<file path="src/design/str_pkg.sv">
`default_nettype none
// ----------------------------------------------------------------------------
// str_pkg
// Shared types and constants of the segmented transfer receiver.
// ----------------------------------------------------------------------------
package str_pkg;

   localparam int NUM_CHANNELS_DEF = 3;
   localparam int NUM_BUFFERS_DEF  = 2;

   localparam int CHANNEL_W = 2;
   localparam int FLAG_W    = 16;
   localparam int SERIAL_W  = 32;
   localparam int AREA_W    = 3;
   localparam int REGION_W  = 2;
   localparam int OFFSET_W  = 20;
   localparam int ERR_W     = 2;
   localparam int CSR_IDX_W = 3;
   localparam int CSR_DAT_W = 20;

   localparam int QUEUE_DEPTH = 2;
   localparam int QUEUE_PTR_W = $clog2(QUEUE_DEPTH);
   localparam int QUEUE_CNT_W = $clog2(QUEUE_DEPTH + 1);

   typedef enum logic [CSR_IDX_W-1:0] {
      CFG_START_MARKER  = 3'd0,
      CFG_SERVICE_ID    = 3'd1,
      CFG_CONTINUE_CODE = 3'd2,
      CFG_GLOBAL_LEN    = 3'd3,
      CFG_INPUT_LEN     = 3'd4,
      CFG_OUTPUT_LEN    = 3'd5,
      CFG_APPEND_LEN    = 3'd6
   } cfg_index_type;

   localparam logic [AREA_W-1:0] AREA_GLOBAL = 3'd0;
   localparam logic [AREA_W-1:0] AREA_INPUT  = 3'd1;
   localparam logic [AREA_W-1:0] AREA_OUTPUT = 3'd2;
   localparam logic [AREA_W-1:0] AREA_APPEND = 3'd3;

   typedef enum logic [ERR_W-1:0] {
      ERR_OK         = 2'd0,
      ERR_RETRANSMIT = 2'd1,
      ERR_CRC_LEN    = 2'd2
   } err_code_type;

   // classified segment header, front to back
   typedef struct packed {
      logic [CHANNEL_W-1:0] channel;
      logic                 hdr_match;
      logic                 cont;
      logic                 serial_zero;
      logic [SERIAL_W-1:0]  serial;
      logic                 is_append;
      logic [REGION_W-1:0]  region;
      logic [OFFSET_W-1:0]  offset;
      logic                 region_ok;
      logic                 crc_len_ok;
      logic                 buf_free;
   } seg_entry_type;

   typedef struct packed {
      logic                write_go;
      logic                write_buffer;
      logic [REGION_W-1:0] write_region;
      logic [OFFSET_W-1:0] write_offset;
      logic                commit;
      logic                read_valid;
      logic                read_buffer;
      logic                ack_flag;
      logic [ERR_W-1:0]    error_code;
      logic [SERIAL_W-1:0] ack_serial;
   } result_type;

endpackage
`default_nettype wire

</file>
<file path="src/design/str_front.sv">
`default_nettype none
// ----------------------------------------------------------------------------
// str_front
// Holds the configuration registers, takes segment headers and classifies
// them against the configuration; drops headers for unknown channels.
// ----------------------------------------------------------------------------
module str_front #(
   parameter int NUM_CHANNELS = str_pkg::NUM_CHANNELS_DEF
) (
   input  wire logic                             clock,
   input  wire logic                             reset,
   input  wire logic                             csr_write_en,
   input  wire logic [str_pkg::CSR_IDX_W-1:0]    csr_index,
   input  wire logic [str_pkg::CSR_DAT_W-1:0]    csr_wdata,
   input  wire logic                             req_valid,
   output logic                                  req_stall,
   input  wire logic [str_pkg::CHANNEL_W-1:0]    req_channel,
   input  wire logic [str_pkg::FLAG_W-1:0]       req_start_flag,
   input  wire logic [str_pkg::FLAG_W-1:0]       req_service_code,
   input  wire logic [str_pkg::SERIAL_W-1:0]     req_serial_num,
   input  wire logic [str_pkg::FLAG_W-1:0]       req_transfer_flag,
   input  wire logic [str_pkg::AREA_W-1:0]       req_area_class,
   input  wire logic [str_pkg::OFFSET_W-1:0]     req_seg_offset,
   input  wire logic                             req_crc_ok,
   input  wire logic                             req_length_ok,
   input  wire logic                             req_buffer_free,
   input  wire logic                             queue_full,
   output logic                                  queue_push,
   output str_pkg::seg_entry_type                queue_entry
);

   localparam int CH_W  = (NUM_CHANNELS > 1) ? $clog2(NUM_CHANNELS) : 1;
   localparam int EXT_W = CH_W + str_pkg::CHANNEL_W;

   logic [str_pkg::FLAG_W-1:0]   start_marker_ff, service_id_ff, continue_code_ff;
   logic [str_pkg::OFFSET_W-1:0] global_len_ff, input_len_ff, output_len_ff, append_len_ff;
   logic [str_pkg::OFFSET_W-1:0] bound;
   logic                         area_known;
   logic [EXT_W-1:0]             ch_ext;

   always_ff @(posedge clock) begin
      if (reset) begin
         start_marker_ff  <= '0;
         service_id_ff    <= '0;
         continue_code_ff <= '0;
         global_len_ff    <= '0;
         input_len_ff     <= '0;
         output_len_ff    <= '0;
         append_len_ff    <= '0;
      end else if (csr_write_en) begin
         unique case (csr_index)
            str_pkg::CFG_START_MARKER:  start_marker_ff  <= csr_wdata[str_pkg::FLAG_W-1:0];
            str_pkg::CFG_SERVICE_ID:    service_id_ff    <= csr_wdata[str_pkg::FLAG_W-1:0];
            str_pkg::CFG_CONTINUE_CODE: continue_code_ff <= csr_wdata[str_pkg::FLAG_W-1:0];
            str_pkg::CFG_GLOBAL_LEN:    global_len_ff    <= csr_wdata;
            str_pkg::CFG_INPUT_LEN:     input_len_ff     <= csr_wdata;
            str_pkg::CFG_OUTPUT_LEN:    output_len_ff    <= csr_wdata;
            str_pkg::CFG_APPEND_LEN:    append_len_ff    <= csr_wdata;
            default: ;
         endcase
      end
   end

   always_comb begin
      area_known = 1'b1;
      unique case (req_area_class)
         str_pkg::AREA_GLOBAL: bound = global_len_ff;
         str_pkg::AREA_INPUT:  bound = input_len_ff;
         str_pkg::AREA_OUTPUT: bound = output_len_ff;
         str_pkg::AREA_APPEND: bound = append_len_ff;
         default: begin
            bound      = '0;
            area_known = 1'b0;
         end
      endcase
   end

   assign ch_ext    = EXT_W'(req_channel);
   assign req_stall = queue_full;
   assign queue_push = req_valid && !queue_full && (ch_ext < EXT_W'(NUM_CHANNELS));

   always_comb begin
      queue_entry.channel     = req_channel;
      queue_entry.hdr_match   = (req_start_flag == start_marker_ff) &&
                                (req_service_code == service_id_ff);
      queue_entry.cont        = (req_transfer_flag == continue_code_ff);
      queue_entry.serial_zero = (req_serial_num == '0);
      queue_entry.serial      = req_serial_num;
      queue_entry.is_append   = (req_area_class == str_pkg::AREA_APPEND);
      queue_entry.region      = req_area_class[str_pkg::REGION_W-1:0];
      queue_entry.offset      = req_seg_offset;
      queue_entry.region_ok   = area_known && (req_seg_offset < bound);
      queue_entry.crc_len_ok  = req_crc_ok && req_length_ok;
      queue_entry.buf_free    = req_buffer_free;
   end

endmodule
`default_nettype wire

</file>
<file path="src/design/str_queue.sv">
`default_nettype none
// ----------------------------------------------------------------------------
// str_queue
// Short queue of classified headers between front and back.
// ----------------------------------------------------------------------------
module str_queue (
   input  wire logic                   clock,
   input  wire logic                   reset,
   input  wire logic                   push,
   input  wire str_pkg::seg_entry_type push_data,
   output logic                        full,
   input  wire logic                   pop,
   output str_pkg::seg_entry_type      pop_data,
   output logic                        empty
);

   str_pkg::seg_entry_type               entries_ff [str_pkg::QUEUE_DEPTH];
   logic [str_pkg::QUEUE_PTR_W-1:0]      wr_ptr_ff, rd_ptr_ff;
   logic [str_pkg::QUEUE_CNT_W-1:0]      count_ff;
   logic                                 do_push, do_pop;

   localparam logic [str_pkg::QUEUE_PTR_W-1:0] LAST_PTR =
      str_pkg::QUEUE_PTR_W'(str_pkg::QUEUE_DEPTH - 1);
   localparam logic [str_pkg::QUEUE_PTR_W-1:0] PTR_ONE = str_pkg::QUEUE_PTR_W'(1);
   localparam logic [str_pkg::QUEUE_CNT_W-1:0] CNT_ONE = str_pkg::QUEUE_CNT_W'(1);

   assign full     = (count_ff == str_pkg::QUEUE_CNT_W'(str_pkg::QUEUE_DEPTH));
   assign empty    = (count_ff == '0);
   assign do_push  = push && !full;
   assign do_pop   = pop && !empty;
   assign pop_data = entries_ff[rd_ptr_ff];

   always_ff @(posedge clock) begin
      if (do_push) begin
         entries_ff[wr_ptr_ff] <= push_data;
      end
   end

   always_ff @(posedge clock) begin
      if (reset) begin
         wr_ptr_ff <= '0;
         rd_ptr_ff <= '0;
         count_ff  <= '0;
      end else begin
         if (do_push) begin
            wr_ptr_ff <= (wr_ptr_ff == LAST_PTR) ? '0 : wr_ptr_ff + PTR_ONE;
         end
         if (do_pop) begin
            rd_ptr_ff <= (rd_ptr_ff == LAST_PTR) ? '0 : rd_ptr_ff + PTR_ONE;
         end
         if (do_push && !do_pop) begin
            count_ff <= count_ff + CNT_ONE;
         end else if (do_pop && !do_push) begin
            count_ff <= count_ff - CNT_ONE;
         end
      end
   end

endmodule
`default_nettype wire

</file>
<file path="src/design/str_back.sv">
`default_nettype none
// ----------------------------------------------------------------------------
// str_back
// Per-channel sequence tracking, write grant, double-buffer swap and
// acknowledgement; results leave through an output register.
// ----------------------------------------------------------------------------
module str_back #(
   parameter int NUM_CHANNELS = str_pkg::NUM_CHANNELS_DEF,
   parameter int NUM_BUFFERS  = str_pkg::NUM_BUFFERS_DEF
) (
   input  wire logic                   clock,
   input  wire logic                   reset,
   input  wire str_pkg::seg_entry_type entry,
   input  wire logic                   queue_empty,
   output logic                        queue_pop,
   output logic                        rsp_valid,
   input  wire logic                   rsp_stall,
   output str_pkg::result_type         result
);

   localparam int CH_W  = (NUM_CHANNELS > 1) ? $clog2(NUM_CHANNELS) : 1;
   localparam int EXT_W = CH_W + str_pkg::CHANNEL_W;
   localparam int BUF_W = $clog2(NUM_BUFFERS);
   localparam logic [BUF_W-1:0] LAST_BUF = BUF_W'(NUM_BUFFERS - 1);
   localparam logic [BUF_W-1:0] BUF_ONE  = BUF_W'(1);

   logic [str_pkg::SERIAL_W-1:0] expected_ff [NUM_CHANNELS];
   logic [str_pkg::SERIAL_W-1:0] echo_ff     [NUM_CHANNELS];
   logic                         finish_ff   [NUM_CHANNELS];
   logic [BUF_W-1:0]             wr_idx_ff   [NUM_CHANNELS];
   logic                         rd_pres_ff  [NUM_CHANNELS];
   logic [BUF_W-1:0]             rd_idx_ff   [NUM_CHANNELS];

   logic                         rsp_valid_ff;
   str_pkg::result_type          rsp_ff, rsp_in;

   logic [EXT_W-1:0]             ch_ext;
   logic [CH_W-1:0]              ch;
   logic                         hdr_ok, finish_in, go, commit;
   str_pkg::err_code_type        err;
   logic [str_pkg::SERIAL_W-1:0] expected_in, echo_in;

   assign ch_ext    = EXT_W'(entry.channel);
   assign ch        = ch_ext[CH_W-1:0];
   assign queue_pop = !queue_empty && (!rsp_valid_ff || !rsp_stall);
   assign rsp_valid = rsp_valid_ff;
   assign result    = rsp_ff;

   always_comb begin
      hdr_ok = entry.hdr_match && (entry.serial_zero || entry.serial == expected_ff[ch]);

      expected_in = expected_ff[ch];
      echo_in     = echo_ff[ch];
      finish_in   = finish_ff[ch];
      if (hdr_ok) begin
         echo_in   = entry.serial;
         finish_in = !entry.cont;
         if (entry.serial_zero) begin
            expected_in = 32'd1;
         end else if (!entry.cont && entry.is_append) begin
            expected_in = '0;
         end else begin
            expected_in = expected_ff[ch] + 32'd1;
         end
      end

      if (!hdr_ok) begin
         err = str_pkg::ERR_RETRANSMIT;
      end else if (!entry.crc_len_ok) begin
         err = str_pkg::ERR_CRC_LEN;
      end else if (!entry.region_ok || !entry.buf_free) begin
         err = str_pkg::ERR_RETRANSMIT;
      end else begin
         err = str_pkg::ERR_OK;
      end
      if (err != str_pkg::ERR_OK) begin
         expected_in = '0;
      end

      go     = (err == str_pkg::ERR_OK);
      commit = go && finish_in && entry.is_append;

      rsp_in.write_go     = go;
      rsp_in.write_buffer = go ? wr_idx_ff[ch][0] : 1'b0;
      rsp_in.write_region = go ? entry.region : '0;
      rsp_in.write_offset = go ? entry.offset : '0;
      rsp_in.commit       = commit;
      rsp_in.read_valid   = commit ? 1'b1 : rd_pres_ff[ch];
      rsp_in.read_buffer  = commit ? wr_idx_ff[ch][0] : rd_idx_ff[ch][0];
      rsp_in.ack_flag     = go;
      rsp_in.error_code   = err;
      rsp_in.ack_serial   = echo_in;
   end

   always_ff @(posedge clock) begin
      if (reset) begin
         for (int i = 0; i < NUM_CHANNELS; i++) begin
            expected_ff[i] <= '0;
            echo_ff[i]     <= '0;
            finish_ff[i]   <= 1'b0;
            wr_idx_ff[i]   <= '0;
            rd_pres_ff[i]  <= 1'b0;
            rd_idx_ff[i]   <= '0;
         end
         rsp_valid_ff <= 1'b0;
      end else begin
         if (queue_pop) begin
            expected_ff[ch] <= expected_in;
            echo_ff[ch]     <= echo_in;
            finish_ff[ch]   <= finish_in;
            if (commit) begin
               rd_idx_ff[ch]  <= wr_idx_ff[ch];
               rd_pres_ff[ch] <= 1'b1;
               wr_idx_ff[ch]  <= (wr_idx_ff[ch] == LAST_BUF) ? '0 : wr_idx_ff[ch] + BUF_ONE;
            end
            rsp_valid_ff <= 1'b1;
         end else if (!rsp_stall) begin
            rsp_valid_ff <= 1'b0;
         end
      end
   end

   always_ff @(posedge clock) begin
      if (queue_pop) begin
         rsp_ff <= rsp_in;
      end
   end

endmodule
`default_nettype wire

</file>
<file path="src/design/segmented_transfer_receiver.sv">
`default_nettype none
// ----------------------------------------------------------------------------
// segmented_transfer_receiver
// Header check, sequence tracking and double-buffer control for received
// real-time data segments, one header per transfer.
// ----------------------------------------------------------------------------
// Takes one segment header per clock while req_stall is low and returns one
// result per header, in order, after the queue and the back end's output
// register. The rate is set by the per-channel state update in the back end,
// which handles one header a cycle while rsp_stall is low. The front end
// classifies headers against the configuration and feeds a two-entry queue,
// so req_stall rises only when that queue is full. Headers for a channel
// number at or above NUM_CHANNELS are taken and dropped with no result.
// Configuration writes belong in idle periods.
module segmented_transfer_receiver #(
   parameter int NUM_CHANNELS = str_pkg::NUM_CHANNELS_DEF,
   parameter int NUM_BUFFERS  = str_pkg::NUM_BUFFERS_DEF
) (
   input  wire logic                             clock,
   input  wire logic                             reset,
   input  wire logic                             csr_write_en,
   input  wire logic [str_pkg::CSR_IDX_W-1:0]    csr_index,
   input  wire logic [str_pkg::CSR_DAT_W-1:0]    csr_wdata,
   input  wire logic                             req_valid,
   output logic                                  req_stall,
   input  wire logic [str_pkg::CHANNEL_W-1:0]    req_channel,
   input  wire logic [str_pkg::FLAG_W-1:0]       req_start_flag,
   input  wire logic [str_pkg::FLAG_W-1:0]       req_service_code,
   input  wire logic [str_pkg::SERIAL_W-1:0]     req_serial_num,
   input  wire logic [str_pkg::FLAG_W-1:0]       req_transfer_flag,
   input  wire logic [str_pkg::AREA_W-1:0]       req_area_class,
   input  wire logic [str_pkg::OFFSET_W-1:0]     req_seg_offset,
   input  wire logic                             req_crc_ok,
   input  wire logic                             req_length_ok,
   input  wire logic                             req_buffer_free,
   output logic                                  rsp_valid,
   input  wire logic                             rsp_stall,
   output logic                                  rsp_write_go,
   output logic                                  rsp_write_buffer,
   output logic [str_pkg::REGION_W-1:0]          rsp_write_region,
   output logic [str_pkg::OFFSET_W-1:0]          rsp_write_offset,
   output logic                                  rsp_commit,
   output logic                                  rsp_read_valid,
   output logic                                  rsp_read_buffer,
   output logic                                  rsp_ack_flag,
   output logic [str_pkg::ERR_W-1:0]             rsp_error_code,
   output logic [str_pkg::SERIAL_W-1:0]          rsp_ack_serial
);

   str_pkg::seg_entry_type push_entry, pop_entry;
   str_pkg::result_type    result;
   logic                   queue_push, queue_full, queue_pop, queue_empty;

   str_front #(
      .NUM_CHANNELS (NUM_CHANNELS)
   ) u_front (
      .clock             (clock),
      .reset             (reset),
      .csr_write_en      (csr_write_en),
      .csr_index         (csr_index),
      .csr_wdata         (csr_wdata),
      .req_valid         (req_valid),
      .req_stall         (req_stall),
      .req_channel       (req_channel),
      .req_start_flag    (req_start_flag),
      .req_service_code  (req_service_code),
      .req_serial_num    (req_serial_num),
      .req_transfer_flag (req_transfer_flag),
      .req_area_class    (req_area_class),
      .req_seg_offset    (req_seg_offset),
      .req_crc_ok        (req_crc_ok),
      .req_length_ok     (req_length_ok),
      .req_buffer_free   (req_buffer_free),
      .queue_full        (queue_full),
      .queue_push        (queue_push),
      .queue_entry       (push_entry)
   );

   str_queue u_queue (
      .clock     (clock),
      .reset     (reset),
      .push      (queue_push),
      .push_data (push_entry),
      .full      (queue_full),
      .pop       (queue_pop),
      .pop_data  (pop_entry),
      .empty     (queue_empty)
   );

   str_back #(
      .NUM_CHANNELS (NUM_CHANNELS),
      .NUM_BUFFERS  (NUM_BUFFERS)
   ) u_back (
      .clock       (clock),
      .reset       (reset),
      .entry       (pop_entry),
      .queue_empty (queue_empty),
      .queue_pop   (queue_pop),
      .rsp_valid   (rsp_valid),
      .rsp_stall   (rsp_stall),
      .result      (result)
   );

   assign rsp_write_go     = result.write_go;
   assign rsp_write_buffer = result.write_buffer;
   assign rsp_write_region = result.write_region;
   assign rsp_write_offset = result.write_offset;
   assign rsp_commit       = result.commit;
   assign rsp_read_valid   = result.read_valid;
   assign rsp_read_buffer  = result.read_buffer;
   assign rsp_ack_flag     = result.ack_flag;
   assign rsp_error_code   = result.error_code;
   assign rsp_ack_serial   = result.ack_serial;

endmodule
`default_nettype wire

</file>
<file path="config.mk">
export PLATFORM = sky130hd
export DESIGN_NAME = segmented_transfer_receiver
export DESIGN_NICKNAME = d
export VERILOG_FILES = /design/src/design/str_pkg.sv /design/src/design/str_front.sv /design/src/design/str_queue.sv /design/src/design/str_back.sv /design/src/design/segmented_transfer_receiver.sv
export SDC_FILE = /design/constraint.sdc
export NUM_CORES = 1
export LEC_CHECK = 0
export ABC_AREA = 1
export BUFFER_PORTS_ARGS = -buffer_cell sky130_fd_sc_hd__clkbuf_2
export CORE_UTILIZATION = 55
export DETAILED_ROUTE_END_ITERATION = 12
export GPL_ROUTABILITY_DRIVEN = 0
export PLACE_DENSITY_LB_ADDON = 0.1
export SYNTH_ARGS = -nofsm -noshare
export SYNTH_HDL_FRONTEND = slang
export SYNTH_SLANG_ARGS = --single-unit
</file>
<file path="constraint.sdc">
create_clock -name clock -period 11 [get_ports clock]
set_input_delay 1.65 -clock clock [delete_from_list [all_inputs] [get_ports clock]]
set_output_delay 1.65 -clock clock [all_outputs]
set_load 0.01 [all_outputs]
</file>
### Word level (Yosys, flattened, before mapping)

Memories as Yosys holds them, arrays and structs flattened. A register that Yosys moved wholly into a read port is not among the register bits.
Cells that the tools add are included.

* memories: 7
* bits of input ports: 136
* bits in registers: 193
* output and inout bits: 64
* RAM bits: 330
* word-level logic and storage cells: 146

* equal/unequal tests: 15
* $lt $le $gt $ge: 2
* multiplexer cells: 50
* $add $sub $neg: 6
* reductions and logical operators: 47

Memory list
* u_queue.entries_ff: depth 2, bits a word 63, rd ports 1, clocked after Yosys merged registers in 1, write ports 1, RTL line str_queue.sv:17 `str_pkg::seg_entry_type entries_ff [str_pkg::QUEUE_DEPTH];`
* u_back.echo_ff: depth 3, bits a word 32, rd ports 1, clocked after Yosys merged registers in 0, write ports 3, RTL line str_back.sv:28 `logic [str_pkg::SERIAL_W-1:0] echo_ff [NUM_CHANNELS];`
* u_back.expected_ff: depth 3, bits a word 32, rd ports 1, clocked after Yosys merged registers in 0, write ports 3, RTL line str_back.sv:27 `logic [str_pkg::SERIAL_W-1:0] expected_ff [NUM_CHANNELS];`
* u_back.finish_ff: depth 3, bits a word 1, rd ports 1, clocked after Yosys merged registers in 0, write ports 3, RTL line str_back.sv:29 `logic finish_ff [NUM_CHANNELS];`
* u_back.rd_idx_ff: depth 3, bits a word 1, rd ports 1, clocked after Yosys merged registers in 0, write ports 3, RTL line str_back.sv:32 `logic [BUF_W-1:0] rd_idx_ff [NUM_CHANNELS];`
* u_back.rd_pres_ff: depth 3, bits a word 1, rd ports 1, clocked after Yosys merged registers in 1, write ports 3, RTL line str_back.sv:31 `logic rd_pres_ff [NUM_CHANNELS];`
* 1 more memories

Operators by type and width (number)
* 32-bit two-way mux: 7
* 20-bit one-hot mux with 4 select lines: 1
* 32-bit OR reduction: 2
* 16-bit equality test: 3
* 32-bit by 1-bit adder with 32-bit output, second input constant: 1
* 32-bit equality test: 1
* 32-bit logical NOT: 1
* 1-bit two-way mux: 32
* 20-bit < comparator: 1
* 2-bit two-way mux: 10
* 1-bit logical AND: 14
* 2-bit AND reduction: 7
* 3-bit by 2-bit equality test with 1-bit output, second input constant: 4
* 3-bit equality test, second input constant: 3
* 1-bit logical NOT: 9
* 3-bit by 1-bit equality test with 1-bit output, second input constant: 2
* 3-bit logical NOT: 2
* 2-bit logical NOT: 2
* 2-bit nonzero test: 2
* 1-bit OR reduction: 4
* 4-bit OR reduction: 1
* 1-bit adder, second input constant: 3
* 1-bit logical OR: 3
* 2-bit by 1-bit adder with 2-bit output, second input constant: 1
* 4 further kinds: 4

### Longest topological paths before layout

Gate-level depths: netlist (run 1).

* depth after elaboration: 14
* mapped depth: 27
* depth with buffers taken out: 23

### Hierarchy

Synthesis (run 1) repeated with hierarchy kept, for this count alone.

* cell total of the unflattened synthesis: 2730
* area, all modules: 27178.6 um^2

By module, submodules not included
* str_back: area each 15434.8 um^2, sequential area each 9979.6 um^2, cells each 1617, times used 1
* str_front: area each 6647.6 um^2, sequential area each 2562.5 um^2, cells each 880, times used 1
* str_queue: area each 5096.1 um^2, sequential area each 3883.7 um^2, cells each 233, times used 1

### Worst setup path before layout (run 1)

OpenSTA, ideal clock, no wires.

* path type: input port to flip-flop
* start point: input rsp_stall
* end point: memory u_back.rd_idx_ff[3] (netlist name), enable pin
* stages on the path: 7
* data required time: 10.694 ns
* arrival: 5.201 ns
* setup time: 0.306 ns
* buffers on the path: 0
* path slack: 5.493 ns
* cells stage by stage: nand2_1 > o21ai_0 > nor2_1 > inv_1 > nor2_1 > nand2_1 > inv_1

RTL lines
* start: declaration: RTL line segmented_transfer_receiver.sv:37 `input wire logic rsp_stall,`
* end: declaration: RTL line str_back.sv:32

==> results_dict.tcl, run 1 <==
set metrics [dict create \
    syn_avg_cell_area_um2 9.46 \
    clock_sinks 593 \
    area_growth_pct 12.5 \
    synth_area_leader_cell "edfxtp_1" \
    use_met3_pct 3.94 \
    post_cts_buffers 0 \
    utilization_pct 62.6 \
    dp_cells 3520 \
    top_usage_layer "met2" \
    drc 0 \
    use_met1_pct 37.3 \
    finalSetupViolations 0 \
    synth_nets 2960 \
    insertion_delay_ns 0.64 \
    synth_area_mm2 0.0265 \
    synth.distinct_cells 47 \
    synth.most_common_cell "nand2_1" \
    num_io_pins 200 \
    wl_per_cell_um 19.7 \
    cts_buffers 59 \
    yosys_warnings 0 \
    cp-end-kind "flip-flop" \
    track_usage_pct 29.3 \
    antenna_found_initial 2 \
    dieArea_mm2 0.0491 \
    regToRegSetupSlack_ns 5.76 \
    cts_root_buf "clkbuf_16" \
    grt_overflow 0 \
    cts_tree "yes" \
    outcome "completed" \
    async_flop_share_pct 0 \
    crit_required_ns 11.33 \
    fin_crit_ns 5.24 \
    synth_edf_count 455 \
    hold_viol_final 0 \
    skew_ns 0.0294 \
    grt_max_degree 92 \
    io_buffers 199 \
    max_freq_mhz 191 \
    row_count 80 \
    hold_slack_ns 0.448 \
    rsz0062_at_grt "no" \
    p_leak_nw 12.4 \
    ir_drop_mv 0.130 \
    yosys-top-cells-count "nand2_1 (561), nor2_1 (500), edfxtp_1 (455)" \
    fp.coreArea_mm2 0.0476 \
    cap_violations 0 \
    syn-instance-count 2803 \
    first_iter_violations 1890 \
    vias_per_cell 5.57 \
    start_util_pct 55.6 \
    relSlewSlack_pct 16.4 \
    htree_levels 2 \
    powerDensity_mw_per_mm2 237 \
    ant_nets 0 \
    final_cells 3631 \
    ys.flop_type "edfxtp_1" \
    grt_pass1_vias 19700 \
    tns_ns 0 \
    drt-pass1-iter-count 6 \
    worst_slew_pin_slew_ns 1.24 \
    drt-total-wl_mm 71.7 \
    routed-via-count 20200 \
    power_mw 7.06 \
    hpwl_mm 45.3 \
    clk_pin_slew_ns 0.06 \
    worstSetupPathType "flip-flop to flip-flop" \
    synth_area_leaders "edfxtp_1 (52%), dfxtp_1 (10%), nand2_1 (7.9%), nor2_1 (7.1%), inv_1 (4.6%)" \
    synth_top_area_share_pct 51.5 \
    clk_path_buf_depth 3 \
    cp.arrival_ns 5.57 \
    hp-class "flip-flop to flip-flop" \
    cts-hold-fix-buffers 0 \
    startpoint_type "flip-flop" \
    cts-resized-gates 0 \
    final-max-slew-violation-count 0 \
    nets 3123 \
    synth-seq-cells 593 \
    fillers 3975 \
    grt_pass1_wl_mm 110 \
    chipHeight_um 222 \
    yosysSeqAreaShare_pct 62.0 \
    period_share_pct 47.6 \
    fp.dieW_um 222 \
    drive_gt1_share_pct 12.4 \
    crit_fanout 91 \
    grt_use_met2_pct 50.2 \
]
layout make-up:
class / instances / area, um2 / share of cell area, %
clock inverters: 37 / 307 / 1.03
inverters: 334 / 1260 / 4.22
diodes: 1 / 2.50 / 0.00839
flip-flops and latches: 593 / 16400 / 55.1
well taps: 615 / 769 / 2.58
repair buffers: 233 / 1250 / 4.20
clock buffers: 73 / 1540 / 5.16
multi-input cells: 1745 / 8260 / 27.7
final timing paths:
check                                start                  endpoint  cells past startpoint
setup / recovery                 flip-flop       u_back.wr_idx_ff[0]                     19
hold / removal    u_front.input_len_ff[17]  u_front.input_len_ff[17]                      2
setup reg to reg                 flip-flop       u_back.wr_idx_ff[0]                     19
hold reg to reg   u_front.input_len_ff[17]  u_front.input_len_ff[17]                      2
where the power goes:
group / internal (mW) / leakage [nW] / switching [mW]
combinational: 0.564 / 5.92 / 1.58
clock: 1.09 / 0.901 / 0.859
sequential: 2.84 / 5.59 / 0.119
registers in the layout (all words and copies together), names as in the netlist, named ones only:
| signal | count |
|---|---|
| u_front.append_len_ff | 20 |
| u_front.output_len_ff | 20 |
| u_front.input_len_ff | 20 |
| u_back.expected_ff | 128 |
| u_queue.rd_ptr_ff | 1 |
| u_front.global_len_ff | 20 |
| u_front.service_id_ff | 16 |
| u_back.echo_ff | 128 |
| u_back.rd_pres_ff | 4 |
| u_front.continue_code_ff | 16 |
| u_queue.wr_ptr_ff | 1 |
| u_back.rd_idx_ff | 4 |
| u_back.result | 61 |
| u_back.rsp_valid | 1 |
| u_front.start_marker_ff | 16 |
| u_back.finish_ff | 4 |
| u_back.wr_idx_ff | 4 |
| u_queue.count_ff | 2 |
| u_queue.entries_ff | 126 |
metal layers:
metal / part of all wire, % / vias up
li1: - / 9615
met1: 41 / 9741
met2: 49 / 717
met3: 6.6 / 162
met4: 4.3 / 2
met5: 0.024 / -
worst max-delay path, stage by stage (launching register included):
cell      delay (ns)
dfxtp_4         0.48
inv_2           0.46
nand2_2         0.32
nand2_4         0.75
nand2_1         0.10
nand2_1         0.11
nand2_1         0.07
nand2_1         0.18
nand2_1         0.07
nand2_1         0.06
nand2_1         0.06
nor2_1          0.19
nand2_1         0.10
nor2_1          0.10
nand2_1         0.09
a21boi_2        0.27
nand3_1         0.76
nor2_1          0.43
nand2_1         0.15
nand2_1         0.13
cells by family after synthesis:
group	count (synthesis)	share of synthesized area (%)
buf+inv	465	7.00
mux	2	0.0755
xor+xnor	45	1.49
flops	593	62.0
fa+ha+maj	21	0.991
simple gates	1277	20.0
compound gates	400	8.43
through the flow:
step	area (um2)	worst slack [ns]
6_report	29800	5.76
5_1_grt	29800	5.23
4_1_cts	29800	5.74
3_5_place_dp	28000	5.75
3_3_place_gp	28000	5.83
2_1_floorplan	26500	5.49
cells in the final DEF, fill, tap and decap left out, types with 16 or more instances in the layout:
master / netlist / routed
a21oi_1: 63 / 63
a221oi_1: 23 / 23
a22oi_1: 34 / 34
buf_4: 3 / 34
clkbuf_16: 0 / 59
clkbuf_2: 0 / 199
clkinv_1: 5 / 21
dfxtp_1: 138 / 137
edfxtp_1: 455 / 455
ha_1: 21 / 21
inv_1: 326 / 321
nand2_1: 561 / 558
nand3_1: 82 / 82
nand3b_1: 16 / 16
nand4_1: 52 / 52
nor2_1: 500 / 495
o21ai_0: 224 / 224
o21ai_1: 41 / 41
xnor2_1: 35 / 35
No activity file was read; power rests on OpenSTA's default activity.
==> run 2, diff against run 1 <==
- ABC_AREA: 1 -> 0
- clock period: 11 -> 5 ns (I/O delays scaled with it)
==> results_dict.tcl, run 2 <==
set metrics [dict create \
    outcome "completed" \
    clock_sinks 589 \
    worstSetupPathType "flip-flop to flip-flop" \
    pwr-share-clk_pct 30.7 \
    diodes 0 \
    grt_pass1_wl_mm 105 \
    synth.most_common_cell "edfxtp_1" \
    switching_share_pct 30.7 \
    yosysSeqAreaShare_pct 63.3 \
    start_util_pct 56.2 \
    ant_nets 0 \
    seqPwrFrac_pct 45.2 \
    pwr-share-comb_pct 24.2 \
    clk_pin_slew_ns 0.06 \
    powerDensity_mw_per_mm2 472 \
    dieArea_mm2 0.0477 \
    antenna_found_initial 1 \
    drt-pass1-iter-count 6 \
    chipHeight_um 218 \
    nets 2464 \
    routed-via-count 17900 \
    insertion_delay_ns 0.64 \
    num_io_pins 200 \
    regToRegSetupSlack_ns 0.33 \
    largest_registers "u_back.echo_ff x128, u_back.expected_ff x128, u_queue.entries_ff x126" \
    post_cts_buffers 0 \
    max_freq_mhz 214 \
    syn_avg_cell_area_um2 12.3 \
    skew_ns 0.0282 \
    fp.dieW_um 218 \
    drt-total-wl_mm 69.7 \
    synth_edf_count 451 \
    async_flop_share_pct 0 \
    finalSetupViolations 0 \
    synth_area_leaders "edfxtp_1 (53%), dfxtp_1 (11%), a21oi_1 (4.6%), nand2_1 (4.3%), mux2i_1 (4.0%)" \
    hpwl_mm 45.3 \
    relSlewSlack_pct 23.1 \
    internal-power_mw 9.66 \
    grt_overflow 0 \
    clk_path_buf_depth 3 \
    drc 0 \
    cts_root_buf "clkbuf_16" \
    cap_violations 0 \
    synth_nets 2258 \
    wl_per_cell_um 23.6 \
    cts-resized-gates 0 \
    synth-seq-cells 589 \
    yosys_warnings 0 \
    hold_viol_final 0 \
    track_usage_pct 29.2 \
    dp_slack_ns 0.406 \
    first_iter_violations 1447 \
    yosys-top-cells-count "edfxtp_1 (451), nand2_1 (293), a21oi_1 (236)" \
    row_count 78 \
    htree_levels 2 \
    hp-class "input pin to flip-flop" \
    syn-instance-count 2101 \
    cp-end-kind "flip-flop" \
    cts_buffers 59 \
    period_share_pct 93.4 \
    switching_power_mw 4.27 \
    crit_fanout 36 \
    io_buffers 199 \
    postLayoutSetupSlackWorst_ns 0.330 \
    fp.coreArea_mm2 0.0458 \
    drive_gt1_share_pct 19.6 \
    synth_area_leader_cell "edfxtp_1" \
    rsz0062_at_grt "no" \
    startpoint_type "flip-flop" \
    synth_top_area_share_pct 52.6 \
    final-max-slew-violation-count 0 \
    vias_per_cell 6.05 \
    cts_tree "yes" \
    tns_ns 0 \
    final_cell_mix "edfxtp_1 (451), nand2_1 (293), a21oi_1 (236)" \
    ys.flop_type "edfxtp_1" \
    area_growth_pct 14.6 \
    grt_pass1_vias 17800 \
    layout_commonest_cell "edfxtp_1" \
    ir_drop_mv 0.314 \
    worst_slew_pin_slew_ns 1.15 \
    synth_area_mm2 0.0257 \
    grt_max_degree 82 \
    fin_crit_ns 4.67 \
    crit_required_ns 5.35 \
    cp.arrival_ns 5.02 \
    p_leak_nw 10.9 \
    synth.distinct_cells 71 \
    cts-hold-fix-buffers 0 \
]
==> run 2: changes by cell type after synthesis, moves of 39 or more <==
cell     before  now
nor2_1      500  186
nand2_1     561  293
inv_1       326   68
o21ai_0     224   13
a21oi_1      63  236
mux2i_1       2  102
nand3_1      82   19
o21ai_1      41    1
mux4_2        0   39
==> run 2: power groups by stage <==
stage	Sequential [mW]	Clock (mW)	Combinational, mW
after global placement	6.37	0	3.30
after detailed placement	6.40	0	3.35
after floorplan	6.46	0	1.98
after global routing	6.34	4.50	3.61
after CTS	6.30	4.32	3.37
final	6.29	4.27	3.37
==> run 2: logic make-up after synthesis <==
| logic type | share of synthesized area (%) |
|---|---|
| and+or+nand+nor | 11.4 |
| buffers and inverters | 2.98 |
| xor gates and xnor gates | 3.20 |
| adders and majority gates | 1.02 |
| muxes | 8.66 |
| AOI/OAI and AO/OA | 9.45 |
| DFF | 63.3 |
==> run 2: area by class of cell <==
class / instances / area, um2
inverters: 68 / 255
clock inverters: 31 / 243
repair buffers: 261 / 1560
fillers: 3517 / 16300
flip-flops and latches: 589 / 16300
clock buffers: 80 / 1630
well taps: 600 / 751
multi-input cells: 1328 / 8750
==> run 2: stage by stage <==
stage	hold slack, ns	instances	power (mW)	util (%)	cell area (um2)
after floorplan	0.400	2101	8.44	-	25800
after global placement	0.411	2846	9.68	60.4	27600
after detailed placement	0.425	2846	9.74	60.4	27600
after CTS	0.302	2957	14.0	64.5	29500
after global routing	0.310	2957	14.5	64.5	29500
final	0.330	2957	13.9	64.5	29500
==> run 2: worst paths after layout <==
kind	cells after the start	end	start
setup / recovery	11	u_back.echo_ff[1][20]	u_queue.entries_ff[0][62]
hold / removal	1	u_queue.entries_ff[0][0]	req_buffer_free
setup reg to reg	11	u_back.echo_ff[1][20]	u_queue.entries_ff[0][62]
hold reg to reg	2	u_back.rd_pres_ff[3]	u_back.rd_pres_ff[3]
==> run 2: worst max-delay path: stages, from the launching register on <==
cell and delay, ns:
edfxtp_1 0.47, nand3b_1 0.63, buf_4 0.39, a21o_1 0.18, o2111a_1 0.23, xor2_1 0.21, nor4_1 0.38, o2111ai_1 0.28
o31a_2 0.69, buf_4 0.38, mux2i_1 0.39, nor2_1 0.12
==> run 2: layer usage <==
| layer | track usage [%] | up-vias | routed length (um) |
|---|---|---|---|
| li1 | - | 8120 | - |
| met1 | 37.0 | 8886 | 27000 |
| met2 | 51.0 | 730 | 35700 |
| met3 | 4.50 | 158 | 4700 |
| met4 | 10.1 | 2 | 2320 |
| met5 | 0 | - | 14 |
==> run 3, diff against run 2 <==
- ABC_CLOCK_PERIOD_IN_PS: default -> 5000
- PLACE_DENSITY_LB_ADDON: 0.1 -> 0.12
- RECOVER_POWER: default -> 100
==> results_dict.tcl, run 3 (synthesized netlist as in run 2, its figures left out) <==
set metrics [dict create \
    ir_drop_mv 0.291 \
    violations "capacitance limit, slew limit" \
    worstSetupPathType "flip-flop to flip-flop" \
    htree_levels 2 \
    grt_pass1_vias 17900 \
    cap_violations 8 \
    cts_root_buf "clkbuf_16" \
    nets 2458 \
    post_cts_buffers 0 \
    dp_cells 2840 \
    grt_pass1_wl_mm 104 \
    skew_ns 0.0199 \
    io_buffers 199 \
    crit_required_ns 5.45 \
    num_io_pins 200 \
    crit_slowest_cell "mux2_1" \
    final_cells 2949 \
    fp.dieW_um 218 \
    drt-total-wl_mm 68.9 \
    crit_path_cell_trace "mux2_1 -> o21ai_0 -> nor4_1 -> a32oi_1 -> or4_4 -> or4b_4 -> or2_0 -> clkbuf_2 -> a21oi_1" \
    first_iter_violations 1596 \
    fin_crit_ns 4.69 \
    seq_area_mm2 0.0163 \
    cts-hold-fix-buffers 0 \
    cp.arrival_ns 5.14 \
    power_mw 13.8 \
    cts_buffers 59 \
    clk_path_buf_depth 3 \
    fillers 3548 \
    fp.coreArea_mm2 0.0458 \
    start_util_pct 56.2 \
    insertion_delay_ns 0.62 \
    antenna_found_initial 1 \
    drive_gt1_share_pct 13.3 \
    hp-class "input pin to flip-flop" \
    row_count 78 \
    chipHeight_um 218 \
    wl_per_cell_um 23.4 \
    grt_overflow 0 \
    cts_tree "yes" \
    dieArea_mm2 0.0477 \
    largest_registers "u_back.echo_ff x128, u_back.expected_ff x128, u_queue.entries_ff x126" \
    finalSetupViolations 0 \
    drt-pass1-iter-count 6 \
    p_leak_nw 10.4 \
    track_usage_pct 29.0 \
    final_cell_mix "edfxtp_1 (451), nand2_1 (290), a21oi_1 (236)" \
    startpoint_type "flip-flop" \
    period_share_pct 93.7 \
    clk_pin_slew_ns 0.06 \
    final-max-slew-violation-count 383 \
    crit_fanout 21 \
    relSlewSlack_pct -128 \
    hold_viol_final 0 \
    area_growth_pct 13.3 \
    tns_ns 0 \
    clock_sinks 589 \
    hpwl_mm 45.4 \
    multi_input_area_mm2 0.00871 \
    routed-via-count 17800 \
    cp-end-kind "flip-flop" \
    drc 0 \
    vias_per_cell 6.04 \
    worst_slew_pin_slew_ns 3.42 \
    outcome "finished, violations left" \
    cts-resized-gates 0 \
    cpPeakStageDelay_ns 0.98 \
    max_freq_mhz 213 \
    powerDensity_mw_per_mm2 475 \
    ant_nets 0 \
    layout_commonest_cell "edfxtp_1" \
    grt_max_degree 85 \
    rsz0062_at_grt "no" \
]
run 3: critical path: cells and delay by family, from the launching register on:
kind	cells	cell delay [ns]
AND/OR/NAND/NOR	4	1.97
buffers and inverters	1	0.26
flip-flops	1	0.55
multiplexers	1	0.98
AO/OA/AOI/OAI	3	0.74
run 3: where the power goes:
group          internal (mW)  switching (mW)
logic                   1.11            2.14
clock network           2.42            1.84
registers               6.09           0.239
run 3: layer usage:
metal / vias up / GRT usage, % / part of all wire (%)
met5: - / 0 / 0
met4: 0 / 12.3 / 3.8
met3: 138 / 4.18 / 6.8
met2: 766 / 49.8 / 50
met1: 8824 / 36.7 / 39
li1: 8083 / - / -
run 3: through the flow:
stage	setup WS (ns)	area (um2)	utilization, %	hold slack, ns
2_1_floorplan	0.638	25800	-	0.400
3_3_place_gp	0.570	27600	60.2	0.417
3_5_place_dp	0.509	27600	60.2	0.433
4_1_cts	0.467	29400	64.2	0.302
5_1_grt	0.147	29200	63.7	0.350
6_report	0.314	29200	63.7	0.354
run 3: worst paths after layout:
kind,startpoint,endpoint,slack (ns),cells after the start
setup / recovery,u_queue.entries_ff[1][62],u_back.expected_ff[0][5],0.31,9
hold / removal,req_buffer_free,u_queue.entries_ff[1][0],0.35,1
setup reg to reg,u_queue.entries_ff[1][62],u_back.expected_ff[0][5],0.31,9
hold reg to reg,u_back.rd_pres_ff[3],u_back.rd_pres_ff[3],0.44,2
run 3: final cells by class:
type                            count  area share, %
Sequential cell                   589           55.9
Multi-Input combinational cell   1328           29.9
Clock buffer                       82           5.71
Timing Repair Buffer              255           4.41
Tap cell                          600           2.57
Inverter                           68          0.875
Clock inverter                     26          0.648
Antenna cell                        1        0.00858
